<file path="src/rtl/poly_sine_synth_with_recorder_unit_assert.svh">
// Assertion macros for the poly sine synthesizer unit.
// Included by the top level; no other dependencies.
`ifndef POLY_SINE_SYNTH_WITH_RECORDER_UNIT_ASSERT_SVH
`define POLY_SINE_SYNTH_WITH_RECORDER_UNIT_ASSERT_SVH
`ifndef ASSERT_OFF
`define PSSR_ASSERT_IMPL(label, clk, rst_n, a, b, msg) \
    label: assert property (@(posedge clk) disable iff (!rst_n) (a) |-> (b)) else $error(msg);
`define PSSR_ASSERT_NEXT(label, clk, rst_n, a, b, msg) \
    label: assert property (@(posedge clk) disable iff (!rst_n) (a) |=> (b)) else $error(msg);
`else
`define PSSR_ASSERT_IMPL(label, clk, rst_n, a, b, msg)
`define PSSR_ASSERT_NEXT(label, clk, rst_n, a, b, msg)
`endif
`endif

</file>
<file path="src/rtl/pssr_pkg.sv">
// Package for the poly sine synthesizer: item types, codes, note tables
// and the sine table generator. No dependencies.
`default_nettype none
package pssr_pkg;

    localparam logic [1:0] OP_KEY  = 2'd0;
    localparam logic [1:0] OP_TICK = 2'd1;
    localparam logic [1:0] OP_REC  = 2'd2;
    localparam logic [1:0] OP_PLAY = 2'd3;

    localparam logic [1:0] ACT_RELEASE = 2'd0;
    localparam logic [1:0] ACT_PRESS   = 2'd1;

    localparam logic [1:0] MODE_IDLE = 2'd0;
    localparam logic [1:0] MODE_REC  = 2'd1;
    localparam logic [1:0] MODE_PLAY = 2'd2;

    localparam logic [1:0] CFG_DECAY = 2'd0;
    localparam logic [1:0] CFG_FULL  = 2'd1;
    localparam logic [1:0] CFG_WRAP  = 2'd2;

    localparam logic [23:0] DECAY_RESET = 24'd16773861;
    localparam logic [30:0] FULL_RESET  = 31'h7fffffff;
    localparam logic [15:0] WRAP_RESET  = 16'd8000;

    localparam logic [63:0] HALF_PI_Q30 = 64'd1686629713;

    // phase increment per note, C4 up to C5; unused voices stand still
    localparam logic [31:0] NOTE_INC [16] = '{
        32'd140459389, 32'd148811489, 32'd157660196, 32'd167035036,
        32'd176967685, 32'd187490355, 32'd198639016, 32'd210450713,
        32'd222965174, 32'd236223201, 32'd250269892, 32'd265151417,
        32'd280918242, 32'd0, 32'd0, 32'd0
    };

    // key code per voice; bit 16 set means no key
    localparam logic [16:0] NOTE_KEY [16] = '{
        17'h10, 17'h03, 17'h11, 17'h04, 17'h12, 17'h13, 17'h06, 17'h14,
        17'h07, 17'h15, 17'h08, 17'h16, 17'h17, 17'h10000, 17'h10000, 17'h10000
    };

    typedef struct packed {
        logic [1:0]  opcode;
        logic [15:0] key_code;
        logic [1:0]  key_action;
        logic        hundredth_passed;
    } t_in_item;

    typedef struct packed {
        logic signed [31:0] sample_value;
        logic               sample_valid;
        logic [1:0]         mode;
    } t_out_item;

    typedef enum logic [1:0] {
        CMD_KEY  = 2'd0,
        CMD_TICK = 2'd1,
        CMD_REC  = 2'd2,
        CMD_PLAY = 2'd3
    } t_cmd_kind;

    typedef struct packed {
        t_cmd_kind  kind;
        logic       key_hit;
        logic       key_press;
        logic [3:0] voice;
        logic       hundredth;
    } t_cmd;

    typedef struct packed {
        logic [23:0] decay_factor;
        logic [30:0] full_volume;
        logic [15:0] wrap_length;
    } t_cfg;

    // Q30 Taylor sine over the first quadrant, mirrored, scaled to 32767
    function automatic logic signed [15:0] sine_entry(input int unsigned k,
                                                      input int unsigned tb);
        logic [63:0]        quarter;
        logic [63:0]        q;
        logic [63:0]        r;
        logic [63:0]        x;
        logic [63:0]        x2;
        logic [63:0]        mag;
        logic [63:0]        outv;
        logic signed [63:0] sum;
        quarter = 64'd1 << (tb - 2);
        q = (64'(k) >> (tb - 2)) & 64'd3;
        r = 64'(k) & (quarter - 64'd1);
        if (q[0]) begin
            r = quarter - r;
        end
        x   = (r * HALF_PI_Q30) >> (tb - 2);
        x2  = (x * x) >> 30;
        mag = x;
        sum = $signed(x);
        mag = ((mag * x2) >> 30) / 64'd6;
        sum = sum - $signed(mag);
        mag = ((mag * x2) >> 30) / 64'd20;
        sum = sum + $signed(mag);
        mag = ((mag * x2) >> 30) / 64'd42;
        sum = sum - $signed(mag);
        mag = ((mag * x2) >> 30) / 64'd72;
        sum = sum + $signed(mag);
        mag = ((mag * x2) >> 30) / 64'd110;
        sum = sum - $signed(mag);
        mag = ((mag * x2) >> 30) / 64'd156;
        sum = sum + $signed(mag);
        if (sum < 0) begin
            sum = 0;
        end
        if (sum > (64'sd1 <<< 30)) begin
            sum = 64'sd1 <<< 30;
        end
        outv = ($unsigned(sum) * 64'd32767 + (64'd1 << 29)) >> 30;
        if (q >= 64'd2) begin
            return -$signed(outv[15:0]);
        end
        return $signed(outv[15:0]);
    endfunction

endpackage
`default_nettype wire

</file>
<file path="src/rtl/pssr_front.sv">
// Front end: decodes an input item into a back-end command.
// Depends on pssr_pkg.
`default_nettype none
module pssr_front #(
    parameter int NUM_VOICES = 13
) (
    input  wire pssr_pkg::t_in_item i_item,
    output pssr_pkg::t_cmd          o_cmd
);
    import pssr_pkg::*;

    logic       w_hit;
    logic [3:0] w_voice;

    // key code to voice lookup; codes are unique
    always_comb begin
        w_hit   = 1'b0;
        w_voice = '0;
        for (int v = 0; v < NUM_VOICES; v++) begin
            if (NOTE_KEY[v] == {1'b0, i_item.key_code}) begin
                w_hit   = 1'b1;
                w_voice = 4'(v);
            end
        end
    end

    always_comb begin
        o_cmd           = '0;
        o_cmd.hundredth = i_item.hundredth_passed;
        o_cmd.voice     = w_voice;
        o_cmd.key_press = (i_item.key_action == ACT_PRESS);
        // autorepeat and unknown actions count as misses
        o_cmd.key_hit   = w_hit && (i_item.key_action == ACT_PRESS ||
                                    i_item.key_action == ACT_RELEASE);
        case (i_item.opcode)
            OP_KEY:  o_cmd.kind = CMD_KEY;
            OP_TICK: o_cmd.kind = CMD_TICK;
            OP_REC:  o_cmd.kind = CMD_REC;
            OP_PLAY: o_cmd.kind = CMD_PLAY;
            default: o_cmd.kind = CMD_KEY;
        endcase
    end

endmodule
`default_nettype wire

</file>
<file path="config.mk">
export PLATFORM = sky130hd
export DESIGN_NAME = pssr_front
export DESIGN_NICKNAME = d
export VERILOG_FILES = /design/src/rtl/poly_sine_synth_with_recorder_unit_assert.svh /design/src/rtl/pssr_pkg.sv /design/src/rtl/pssr_front.sv
export SDC_FILE = /design/constraint.sdc
export NUM_CORES = 1
export LEC_CHECK = 0
export CAP_MARGIN = 30
export CORE_AREA = 2 2 39 41
export DETAILED_ROUTE_END_ITERATION = 10
export DIE_AREA = 0 0 41 43
export DONT_BUFFER_PORTS = 1
export GPL_ROUTABILITY_DRIVEN = 0
export PLACE_DENSITY_LB_ADDON = 0.1
export SETUP_SLACK_MARGIN = 0.3
export SYNTH_ARGS = -nofsm -noshare
export SYNTH_HDL_FRONTEND = slang
export SYNTH_SLANG_ARGS = --single-unit
</file>
<file path="constraint.sdc">
create_clock -name vclk -period 0.91
set_input_delay 0.0455 -clock vclk [all_inputs]
set_output_delay 0.0455 -clock vclk [all_outputs]
set_load 0.1 [all_outputs]
</file>
==> summary.md <==
| Metric | Value |
|---|---|
| Status | finished, violations left |
| Failing checks | setup timing |
| Global Route Usage Sum | 9.10% |
| Post-synthesis mux area share | 0% |
| Synth Area in Adders | 0% |
| Sequential cell area fraction in the yosys report | 0% |
| Critical Path Max Stage Delay | 0.35 ns |
| Layout cells sized above 1 | 47.5% |
| Critical Path RT | 0.86 ns |
| Largest area contributor in the netlist | nor4_2 |
| Seq cells | 0 |
| HPWL after DPL | 673 um |
| Antenna diodes | 0 |
| Power share of the combinational group | 100.0% |
| Rel. slew slack | 81.3% |
| Hold bufs inserted after CTS | 0 |
| Die height | 43 um |
| Cell mode on critical path | nor4_4 |
| PD cells | 208 mW/mm^2 |
| Net Sw Frac | 55.2% |
| Final net count | 63 |
| Grt ovf | 0 |
| Antenna violations before repair | 0 |
| Core Box Area | 0.00138 mm^2 |
| Initial Util | 18.1% |
| Detail Route Antenna Nets | 0 |
| Yosys warning count | 0 |
| Post-Syn Instances | 37 |
| Routed Wire Length | 795 um |
| Worst endpoint data arrival time | 1.04 ns |
| Die X | 41 um |
| Clock power share | 0% |
| Mapped Nets | 58 |
| Max Fclk | 0.923 GHz |
| Buffers on Ports | 0 |
| DRC | 0 |
| Sw power | 0.0000523 W |
| Final core occ | 32.8% |
| Syn Area/Cell | 6.76 um^2 |
| Simple-Gate Fraction of Synth Area | 58.5% |
| Critical Path Fanout Max | 2 |
| Fin worst setup slack | -0.174 ns |
| Largest family of logic cells by synthesized area | simple AND/OR/NAND/NOR gates |
| Highest metal used | met3 |
| Crit-path cells | nor4_4 -> nand3_4 -> nor4_4 -> buf_12 |
| Reg area | 0 um^2 |
| Die ar. | 0.00176 mm^2 |
| Yosys cell types | 23 |
| Vias per inst | 5.05 |
| Max cap viols | 0 |
| Cell Area, Synth | 250 um^2 |
| Final Hold Fails | 0 |
| Setup CP Type | input pin to primary output |
| Ports | 30 |
| M1 WL | 266 um |
| CLK BUF | 0 |
| Final Cycle Share | 119% |
| CP Capture Type | primary output |
| Crit start category | input pin |
| Maximum vdd drop | 124 uV |
| Leak | 0.153 nW |
| Standard-cell rows | 14 |
| Fillers | 143 |
| Final worst path period need | 1.08 ns |
| Endpoints failing setup | 5 |
| Seq pwr share | 0% |
| Slew @ Worst Pin | 0.281 ns |
| First-pass GRT wire length | 1210 um |
| Post-synthesis xor/xnor area fraction | 3.50% |
| Post-synth top area share | 10.0% |
| Area delta synth->final | 81.5% |
| Type of the tightest min-delay check | input pin to primary output |
| Vias in the first global route | 305 |
| Slew Viols, Final | 0 |
| Critical path's slowest cell | nor4_4 |
| Cell Int Power | 0.0000423 W |
| Area contributors post-synth | nor4_2 (10%), nor4b_4 (9.5%), a21oi_1 (8.0%) |
| Via count | 283 |
| Met3 wire length | 132 um |
| DRT iter0 DRCs | 7 |
| Post-CTS Setup Bufs | 0 |
| Setup tns final | -0.652 ns |
| Post-synthesis compound-gate area fraction | 24.0% |
| Drt pass-1 iters | 4 |
| WL met2 | 396 um |
| Drt wl/cell | 14.2 um |
| Top cells by count, synth | a21oi_1 (4), nor2_1 (4), nand2_1 (3) |
| Largest net degree at the start of global routing | 11 |
| RSZ-0062 raised after global routing | yes |
[per-layer routing]
metal | track usage, % | up-vias
li1 | - | 139
met1 | 13.7 | 121
met2 | 14.7 | 23
met3 | 0.524 | 0
met4 | 0 | 0
met5 | 0 | -
[worst max-delay path: cells and delay by family]
kind                   cells  cell delay (ns)
buffers and inverters      1             0.21
and+or+nand+nor            3             0.78
[stage by stage]
| stage | hold WS, ns | cells | worst slack, ns | power (W) | cell area [um^2] |
|---|---|---|---|---|---|
| final | 0.0911 | 56 | -0.174 | 0.0000946 | 454 |
| after global routing | 0.0916 | 56 | -0.215 | 0.000102 | 454 |
| after CTS | 0.0917 | 56 | -0.167 | 0.0000931 | 449 |
| after detailed placement | 0.0917 | 56 | -0.185 | 0.0000932 | 449 |
| after global placement | 0.0917 | 56 | -0.178 | 0.0000925 | 449 |
| after floorplan | 0.192 | 37 | -0.789 | 0.000153 | 328 |
[final cells by class]
class	instances	area, um^2	area share, %
inverter	1	3.75	0.826
multi-input combinational	31	295	65.0
tap	16	20.0	4.41
timing repair buffer	8	135	29.8
[path summary, 6_finish.rpt]
| kind | endpoint | cells past startpoint | startpoint |
|---|---|---|---|
| hold / removal | o_cmd[7] | 0 | i_item[19] |
| setup / recovery | o_cmd[1] | 4 | i_item[12] |
[power by group through the flow]
stage	clock network (W)	logic (W)	registers [W]
final	0	0.0000946	0
after global routing	0	0.000102	0
after CTS	0	0.0000931	0
after detailed placement	0	0.0000932	0
after global placement	0	0.0000925	0
after floorplan	0	0.000153	0
[logic make-up after synthesis]
group / count (synthesis)
compound gates: 10
xor+xnor: 1
buf+inv: 6
simple gates: 20
[cell usage in the layout, fill, tap and decap left out, types with 2 or more instances in the layout]
cell type	instances
a21oi_1	4
a22oi_1	2
buf_12	6
buf_4	2
nand2_1	3
nor2_1	2
nor3_4	2
nor4_4	3
o21ai_0	2
[repair_timing]
action                     CTS  global route
pin swaps                    2             4
gates resized for setup      0             1
setup endpoints to repair    5             5
(Power assumes the default switching activity.)
