`src/rtl/poly_sine_synth_with_recorder_unit_assert.svh`:
```
// Assertion macros for the poly sine synthesizer unit.
// Included by the top level; no other dependencies.
`ifndef POLY_SINE_SYNTH_WITH_RECORDER_UNIT_ASSERT_SVH
`define POLY_SINE_SYNTH_WITH_RECORDER_UNIT_ASSERT_SVH
`ifndef ASSERT_OFF
`define PSSR_ASSERT_IMPL(label, clk, rst_n, a, b, msg) \
    label: assert property (@(posedge clk) disable iff (!rst_n) (a) |-> (b)) else $error(msg);
`define PSSR_ASSERT_NEXT(label, clk, rst_n, a, b, msg) \
    label: assert property (@(posedge clk) disable iff (!rst_n) (a) |=> (b)) else $error(msg);
`else
`define PSSR_ASSERT_IMPL(label, clk, rst_n, a, b, msg)
`define PSSR_ASSERT_NEXT(label, clk, rst_n, a, b, msg)
`endif
`endif

```
`src/rtl/pssr_pkg.sv`:
```
// Package for the poly sine synthesizer: item types, codes, note tables
// and the sine table generator. No dependencies.
`default_nettype none
package pssr_pkg;

    localparam logic [1:0] OP_KEY  = 2'd0;
    localparam logic [1:0] OP_TICK = 2'd1;
    localparam logic [1:0] OP_REC  = 2'd2;
    localparam logic [1:0] OP_PLAY = 2'd3;

    localparam logic [1:0] ACT_RELEASE = 2'd0;
    localparam logic [1:0] ACT_PRESS   = 2'd1;

    localparam logic [1:0] MODE_IDLE = 2'd0;
    localparam logic [1:0] MODE_REC  = 2'd1;
    localparam logic [1:0] MODE_PLAY = 2'd2;

    localparam logic [1:0] CFG_DECAY = 2'd0;
    localparam logic [1:0] CFG_FULL  = 2'd1;
    localparam logic [1:0] CFG_WRAP  = 2'd2;

    localparam logic [23:0] DECAY_RESET = 24'd16773861;
    localparam logic [30:0] FULL_RESET  = 31'h7fffffff;
    localparam logic [15:0] WRAP_RESET  = 16'd8000;

    localparam logic [63:0] HALF_PI_Q30 = 64'd1686629713;

    // phase increment per note, C4 up to C5; unused voices stand still
    localparam logic [31:0] NOTE_INC [16] = '{
        32'd140459389, 32'd148811489, 32'd157660196, 32'd167035036,
        32'd176967685, 32'd187490355, 32'd198639016, 32'd210450713,
        32'd222965174, 32'd236223201, 32'd250269892, 32'd265151417,
        32'd280918242, 32'd0, 32'd0, 32'd0
    };

    // key code per voice; bit 16 set means no key
    localparam logic [16:0] NOTE_KEY [16] = '{
        17'h10, 17'h03, 17'h11, 17'h04, 17'h12, 17'h13, 17'h06, 17'h14,
        17'h07, 17'h15, 17'h08, 17'h16, 17'h17, 17'h10000, 17'h10000, 17'h10000
    };

    typedef struct packed {
        logic [1:0]  opcode;
        logic [15:0] key_code;
        logic [1:0]  key_action;
        logic        hundredth_passed;
    } t_in_item;

    typedef struct packed {
        logic signed [31:0] sample_value;
        logic               sample_valid;
        logic [1:0]         mode;
    } t_out_item;

    typedef enum logic [1:0] {
        CMD_KEY  = 2'd0,
        CMD_TICK = 2'd1,
        CMD_REC  = 2'd2,
        CMD_PLAY = 2'd3
    } t_cmd_kind;

    typedef struct packed {
        t_cmd_kind  kind;
        logic       key_hit;
        logic       key_press;
        logic [3:0] voice;
        logic       hundredth;
    } t_cmd;

    typedef struct packed {
        logic [23:0] decay_factor;
        logic [30:0] full_volume;
        logic [15:0] wrap_length;
    } t_cfg;

    // Q30 Taylor sine over the first quadrant, mirrored, scaled to 32767
    function automatic logic signed [15:0] sine_entry(input int unsigned k,
                                                      input int unsigned tb);
        logic [63:0]        quarter;
        logic [63:0]        q;
        logic [63:0]        r;
        logic [63:0]        x;
        logic [63:0]        x2;
        logic [63:0]        mag;
        logic [63:0]        outv;
        logic signed [63:0] sum;
        quarter = 64'd1 << (tb - 2);
        q = (64'(k) >> (tb - 2)) & 64'd3;
        r = 64'(k) & (quarter - 64'd1);
        if (q[0]) begin
            r = quarter - r;
        end
        x   = (r * HALF_PI_Q30) >> (tb - 2);
        x2  = (x * x) >> 30;
        mag = x;
        sum = $signed(x);
        mag = ((mag * x2) >> 30) / 64'd6;
        sum = sum - $signed(mag);
        mag = ((mag * x2) >> 30) / 64'd20;
        sum = sum + $signed(mag);
        mag = ((mag * x2) >> 30) / 64'd42;
        sum = sum - $signed(mag);
        mag = ((mag * x2) >> 30) / 64'd72;
        sum = sum + $signed(mag);
        mag = ((mag * x2) >> 30) / 64'd110;
        sum = sum - $signed(mag);
        mag = ((mag * x2) >> 30) / 64'd156;
        sum = sum + $signed(mag);
        if (sum < 0) begin
            sum = 0;
        end
        if (sum > (64'sd1 <<< 30)) begin
            sum = 64'sd1 <<< 30;
        end
        outv = ($unsigned(sum) * 64'd32767 + (64'd1 << 29)) >> 30;
        if (q >= 64'd2) begin
            return -$signed(outv[15:0]);
        end
        return $signed(outv[15:0]);
    endfunction

endpackage
`default_nettype wire

```
`src/rtl/pssr_queue.sv`:
```
// Two-entry command queue between front and back end.
// Depends on pssr_pkg.
`default_nettype none
module pssr_queue (
    input  wire               i_clk,
    input  wire               i_rst_n,
    input  wire               i_push,
    input  wire pssr_pkg::t_cmd i_cmd,
    output logic              o_full,
    input  wire               i_pop,
    output pssr_pkg::t_cmd    o_cmd,
    output logic              o_empty
);
    import pssr_pkg::*;

    t_cmd       r_slot [2];
    logic [1:0] r_cnt;
    logic       r_rd;
    logic       r_wr;
    logic       w_push;
    logic       w_pop;

    assign o_full  = (r_cnt == 2'd2);
    assign o_empty = (r_cnt == 2'd0);
    assign o_cmd   = r_slot[r_rd];
    assign w_push  = i_push && !o_full;
    assign w_pop   = i_pop && !o_empty;

    always_ff @(posedge i_clk) begin
        if (w_push) begin
            r_slot[r_wr] <= i_cmd;
        end
    end

    always_ff @(posedge i_clk) begin
        if (!i_rst_n) begin
            r_cnt <= '0;
            r_rd  <= 1'b0;
            r_wr  <= 1'b0;
        end else begin
            if (w_push) begin
                r_wr <= !r_wr;
            end
            if (w_pop) begin
                r_rd <= !r_rd;
            end
            case ({w_push, w_pop})
                2'b10:   r_cnt <= r_cnt + 2'd1;
                2'b01:   r_cnt <= r_cnt - 2'd1;
                default: r_cnt <= r_cnt;
            endcase
        end
    end

endmodule
`default_nettype wire

```
`config.mk`:
```
export PLATFORM = sky130hd
export DESIGN_NAME = pssr_queue
export DESIGN_NICKNAME = d
export VERILOG_FILES = /design/src/rtl/poly_sine_synth_with_recorder_unit_assert.svh /design/src/rtl/pssr_pkg.sv /design/src/rtl/pssr_queue.sv
export SDC_FILE = /design/constraint.sdc
export NUM_CORES = 1
export LEC_CHECK = 0
export BUFFER_PORTS_ARGS = -buffer_cell sky130_fd_sc_hd__buf_2
export CAP_MARGIN = 20
export CORE_UTILIZATION = 34
export CTS_CLUSTER_SIZE = 30
export DETAILED_ROUTE_END_ITERATION = 7
export PLACE_DENSITY = 0.59
export SLEW_MARGIN = 20
export SYNTH_ARGS = -nofsm -noshare
export SYNTH_HDL_FRONTEND = slang
export SYNTH_SLANG_ARGS = --single-unit
export TNS_END_PERCENT = 20
```
`constraint.sdc`:
```
create_clock -name i_clk -period 3.29 [get_ports i_clk]
set_input_delay 0.329 -clock i_clk [delete_from_list [all_inputs] [get_ports i_clk]]
set_output_delay 0.329 -clock i_clk [all_outputs]
set_load 0.01 [all_outputs]
```
==> results of run 1 <==
[logic make-up (layout without fill, tap and decap cells)]
family,after synthesis,count (layout)
xor+xnor,3,3
flops,23,23
simple gates,9,9
buf+inv,5,31
mux,9,9
compound gates,5,5
fa+ha+maj,1,1
[layout by cell type, fill, tap and decap left out]
master | synthesis | routed
xor2_1 | 1 | 1
edfxtp_1 | 18 | 18
nand2b_2 | 1 | 1
clkbuf_4 | 0 | 3
inv_1 | 3 | 3
nor2_1 | 4 | 4
mux2_2 | 9 | 9
or3_1 | 2 | 2
o21a_1 | 1 | 1
nand2_1 | 1 | 1
xnor2_1 | 2 | 2
inv_2 | 1 | 1
buf_2 | 1 | 23
a21oi_1 | 2 | 2
ha_1 | 1 | 1
dfxtp_1 | 5 | 5
and3_1 | 1 | 1
o21ai_0 | 2 | 2
clkinv_2 | 0 | 1
[critical path: stages, from the launching register on]
cell     delay (ns)
dfxtp_1        0.59
mux2_2         0.39
buf_2          0.14
[sequential cells by signal (all words and copies together), names as in the netlist, named ones only]
| signal | flops |
|---|---|
| r_wr | 1 |
| r_slot | 18 |
| r_cnt | 2 |
| r_rd | 1 |
[cell type report]
cell class / count / area, µm² / share of cell area [%]
Tap cell: 30 / 37.5 / 3.58
Multi-Input combinational cell: 27 / 214 / 20.4
Inverter: 4 / 15.0 / 1.43
Clock buffer: 3 / 22.5 / 2.15
Timing Repair Buffer: 23 / 115 / 11.0
Sequential cell: 23 / 641 / 61.0
Clock inverter: 1 / 5.00 / 0.477
[layer usage]
metal  vias to the layer above  part of all wire [%]  GRT usage (%)
li1                        254                     -              -
met1                       222                    42           9.61
met2                        17                    51           18.1
met3                         0                   7.2           5.51
met4                         0                     0           2.63
met5                         -                     0              0
[through the flow]
stage          power, mW  cells  utilization [%]
2_1_floorplan      0.583     55                -
3_3_place_gp       0.657    107             41.6
3_5_place_dp       0.665    107             41.6
4_1_cts            0.788    111             42.8
5_1_grt            0.823    111             42.8
6_report           0.772    111             42.8
[power groups by stage]
stage / Combinational [mW] / Clock (mW) / Sequential [mW]
3_5_place_dp: 0.241 / 0 / 0.424
3_3_place_gp: 0.236 / 0 / 0.421
4_1_cts: 0.242 / 0.130 / 0.417
5_1_grt: 0.263 / 0.138 / 0.422
2_1_floorplan: 0.183 / 0 / 0.399
6_report: 0.236 / 0.122 / 0.414
[path summary, 6_finish.rpt]
check | slack (ns) | end | start
worst max-delay path | 1.55 | o_cmd[8] | flop
worst min-delay path | 0.21 | r_slot[1][3] | i_cmd[3]
worst min register to register | 0.51 | r_wr | r_wr
worst max register to register | 1.74 | r_slot[0][4] | r_cnt[0]
==> metrics, run 1 <==
status=complete, no violations; post-detailed-route wirelength per cell=11.2 µm; Die Height=52.7 µm; CTS tree=done; max-cap viol count=0; #FFs+latches synth=23; worst hold path class=input port to flop; row count=18; Sink Count=23; Cell Int Power=0.543 mW; clock root buffer=clkbuf_4; simple-gate share of the synthesized area=roughly 5.3%; RSZ-0062 raised after global routing=false; global route overflow=0; Synth Area in Compound Gates=approximately 3.1%; Pins Over Slew Limit=0; share of cells above drive strength 1=a little under half; Hold Violations, Final=0; Max VDD drop=0.447 mV; Hold Path Stages=1; CTS resizes=0; power per standard cell area=736 nW/µm²; most common cell in the netlist=edfxtp_1; Clock Path Buffers=2; first-pass GRT wire length=1890 µm; setup TNS=0 ns; final setup fails=0; CORE AREA=2450 µm²; Critical Path End Type=output port; design area=1050 µm²; CP required=2.96 ns; critical path class=flop to output port; XOR/XNOR Fraction of Synth Area=3.00%; Seq pwr share=53.6%; main combinational cell family by area after synthesis=multiplexers; net load switching power=approximately 0.23 mW; Post-CTS Setup Bufs=0; worst slew pin tran=0.425 ns; most used flip-flop cell after synthesis=edfxtp_1; mux share of post-synthesis cell area=11.6%; Syn Nets=69; Critical Path AT=1.41 ns; Sw Ratio=~30%; IO Port Bufs=23; Synth Cell Area=875 µm²; post-detail-place hpwl=approximately 950 µm; gpl congestion=0.651; startpoint class of the critical path=flop; Syn-to-layout area delta=20.0%; Pre-antenna DRT Iters=4; initial antenna violation count=0; Hold WS=0.211 ns; syn avg cell area=15.9 µm²; I/O pin cnt=24; async set-reset flop share out of synthesis=0%; Max Clk Rate=between 500 and 600 MHz; synth warn=0; placed inst area=roughly 1000 µm²; hold-fix buffer count after cts=0; vias in the first global route=493; Place WS=roughly 1.7 ns; Remaining DRCs=0; insertion delay to the later sink of the worst-skew pair=0.30 ns; final worst path period need=1.74 ns; Adder-Cell Fraction of Synth Area=1.43%; DR vias=493; vias per inst=4.44; Antenna Diode Count=0; Post-Route WL=1240 µm; Post-DRT Antenna Nets=0; total track usage=10.0%; area leader, netlist=edfxtp_1; Comb power frac=30.6%; Yosys cell types=17; Final Skew=0.00218 ns; die width=52.7 µm; nets=96; Slew Limit Headroom=a little under three quarters; Initial DRC Count=7; synth cell count leaders=18 x edfxtp_1, 9 x mux2_2, 5 x dfxtp_1; largest net degree at the start of global routing=14; Area contributors post-synth=edfxtp_1 62%, mux2_2 12%, dfxtp_1 11%; Crit Path Max Fanout=9; Synth Instances=55; CTS clock-pin slew for the worst setup and hold paths=0.12 ns; total CTS buffers=3; EDFF count, synth=18; crit share post-route=52.9%; Filler cells=239; Initial Util=35.6%; sequential area share after synthesis=73.2%; Yosys top cell area share=~60%; Clk network pwr share=between 10% and 20%; H-tree depth=1; Final WS setup=between 1.5 and 2 ns; Worst R2R Path Depth=4; Leak=about 0.42 nW; Total Die Area=2780 µm²
Note: power is estimated with default switching activity, not from simulation.
==> inputs of run 2 (changes only) <==
- PLACE_DENSITY: 0.59 -> 0.61
- clock period: 3.29 -> 1.4 ns (I/O delays scaled with it)
==> metrics, run 2 (same netlist as run 1, synthesis figures left out) <==
RSZ-0062 raised after global routing=true (was false); Critical Path AT=1.60 ns (was 1.41 ns); Crit path buffers/inverters=0 (was 1); share of cells above drive strength 1=57.0% (was 46.9%); H-tree depth=1 (unchanged); post-detailed-route wirelength per cell=11.8 µm (was 11.2 µm); largest net degree at the start of global routing=13 (was 14); Multi-input gate area=243 µm² (was 214 µm²); r2r endpoint=r_cnt[1] (was r_slot[0][4]); startpoint class of the critical path=flop (unchanged); CP Cell Sequence=o21a_1, ha_4, xnor2_1, or3_1, a21oi_2 (was mux2_2, buf_2); power per standard cell area=1760 nW/µm² (was 736 nW/µm²); IO Port Bufs=23 (unchanged); Placed Cells=112 (was 107); status=complete, no violations (unchanged); max-cap viol count=0 (unchanged); critical path class=flop to flop (was flop to output port); Leak=0.448 nW (was 0.421 nW); clock root buffer=clkbuf_4 (unchanged); Filler cells=232 (was 239); nets=101 (was 96); Hold Path Stages=1 (unchanged); Max VDD drop=0.911 mV (was 0.447 mV); total CTS buffers=3 (unchanged); Total Die Area=2780 µm² (unchanged); Final Skew=0.00317 ns (was 0.00218 ns); Pre-antenna DRT Iters=3 (was 4); vias per inst=4.53 (was 4.44); Crit Path Max Fanout=3 (was 9); Initial DRC Count=9 (was 7); Post-CTS Setup Bufs=0 (unchanged); CP required=1.64 ns (was 2.96 ns); Layout Cells excl Fill=116 (was 111); initial antenna violation count=0 (unchanged); Sink Count=23 (unchanged); worst slew pin tran=0.175 ns (was 0.425 ns); Post-Route WL=1370 µm (was 1240 µm); Post-DRT Antenna Nets=0 (unchanged); Max Clk Rate=about 740 MHz; Initial Util=35.6% (unchanged); Hold EP=r_slot[0][2] (was r_slot[1][3]); CTS clock-pin slew for the worst setup and hold paths=0.11 ns (was 0.12 ns); Die Height=52.7 µm (unchanged); row count=18 (unchanged); CORE AREA=2450 µm² (unchanged); max reg flops=18 (unchanged); r2r setup slk=0.04 ns (was 1.74 ns); first-pass GRT wire length=2100 µm (was 1890 µm); CTS tree=done (unchanged); Syn-to-layout area delta=28.5% (was 20.0%); top flop regs=r_slot (18), r_cnt (2) (unchanged); Slew Limit Headroom=88.2% (was 71.7%); Crit path max-delay family=flip-flops (unchanged); total track usage=11.0% (was 10.0%); setup TNS=0 ns (unchanged); Top reg by flops=r_slot (unchanged); RR Startpoint=r_cnt[1] (was r_cnt[0]); Worst R2R Path Depth=5 (was 4); Clock Path Buffers=2 (unchanged); Critical Path End Type=flop (was output port); final worst path period need=about 1.4 ns; Critical Path Slowest Stage Cell=dfxtp_2 (was dfxtp_1); most common cell after layout, fill and taps aside=buf_2 (unchanged); Hold Violations, Final=0 (unchanged); most frequent cells in the layout=23 x buf_2, 18 x edfxtp_1, 9 x mux2_2 (unchanged); post-detail-place hpwl=981 µm (was 953 µm); die width=52.7 µm (unchanged); Reg area=647 µm² (was 641 µm²); vias in the first global route=512 (was 493); Hold Crit Start=i_cmd[2] (was i_cmd[3]); Worst path max stage delay=0.36 ns (was 0.59 ns); Pins Over Slew Limit=0 (unchanged); global route overflow=0 (unchanged); gpl congestion=0.645 (was 0.651); final setup fails=0 (unchanged); insertion delay to the later sink of the worst-skew pair=0.29 ns (was 0.30 ns); I/O pin cnt=24 (unchanged); Antenna Diode Count=0 (unchanged); Remaining DRCs=0 (unchanged); DR vias=525 (was 493); crit share post-route=97.0%; worst hold path class=input port to flop (unchanged)
run 2: per-layer routing:
metal / up-vias / GRT usage, % / share of wire, %
met5: - / 0 / 0
met4: 0 / 5.26 / 0
met3: 0 / 4.06 / 7.5
met2: 16 / 18.1 / 50
met1: 248 / 12.3 / 43
li1: 261 / - / -
run 2: final cells by class:
cell class                 instances  area share [%]
sequential                        23            57.6
multi-input combinational         27            21.6
timing repair buffer              28            13.6
tap                               30            3.34
clock buffer                       4            2.34
inverter                           4            1.56
run 2: how the worst max path moves through the flow:
stage / cells after the start / from / to / slack (ns)
after CTS: 4 / r_cnt[1] / r_cnt[1] / -0.01
after global routing: 2 / flop / o_cmd[3] / -0.02
after floorplan: 5 / r_cnt[0] / r_cnt[1] / -0.03
final: 5 / r_cnt[1] / r_cnt[1] / 0.04
after detailed placement: 5 / r_cnt[0] / r_cnt[1] / -0.0004
after global placement: 4 / r_cnt[0] / r_slot[0][1] / 0.04
run 2: report_power, final:
group          switching [mW]  internal [mW]
Clock                   0.173          0.111
Sequential             0.0873          0.890
Combinational           0.327          0.395
Total                   0.587           1.40
run 2: timing repair:
action / CTS / global route
hold buffers: 0 / 0
endpoints found under the hold margin: 0 / 0
resized for setup: 3 / 8
endpoints found under the setup margin: 19 / 15
pin swaps: 0 / 3
run 2: metrics by stage:
step | hold slack [ns] | worst slack (ns) | util, % | total power [mW] | cell area (µm²)
global placement | 0.330 | 0.0417 | 43.2 | 1.63 | 1060
finish | 0.0296 | 0.0416 | 45.8 | 1.98 | 1120
global route | 0.00395 | -0.0162 | 45.8 | 2.12 | 1120
CTS | 0.0183 | -0.0141 | 44.4 | 1.94 | 1090
detailed placement | 0.333 | -0.000391 | 43.2 | 1.64 | 1060
floorplan | 0.239 | -0.0340 | - | 1.37 | 875
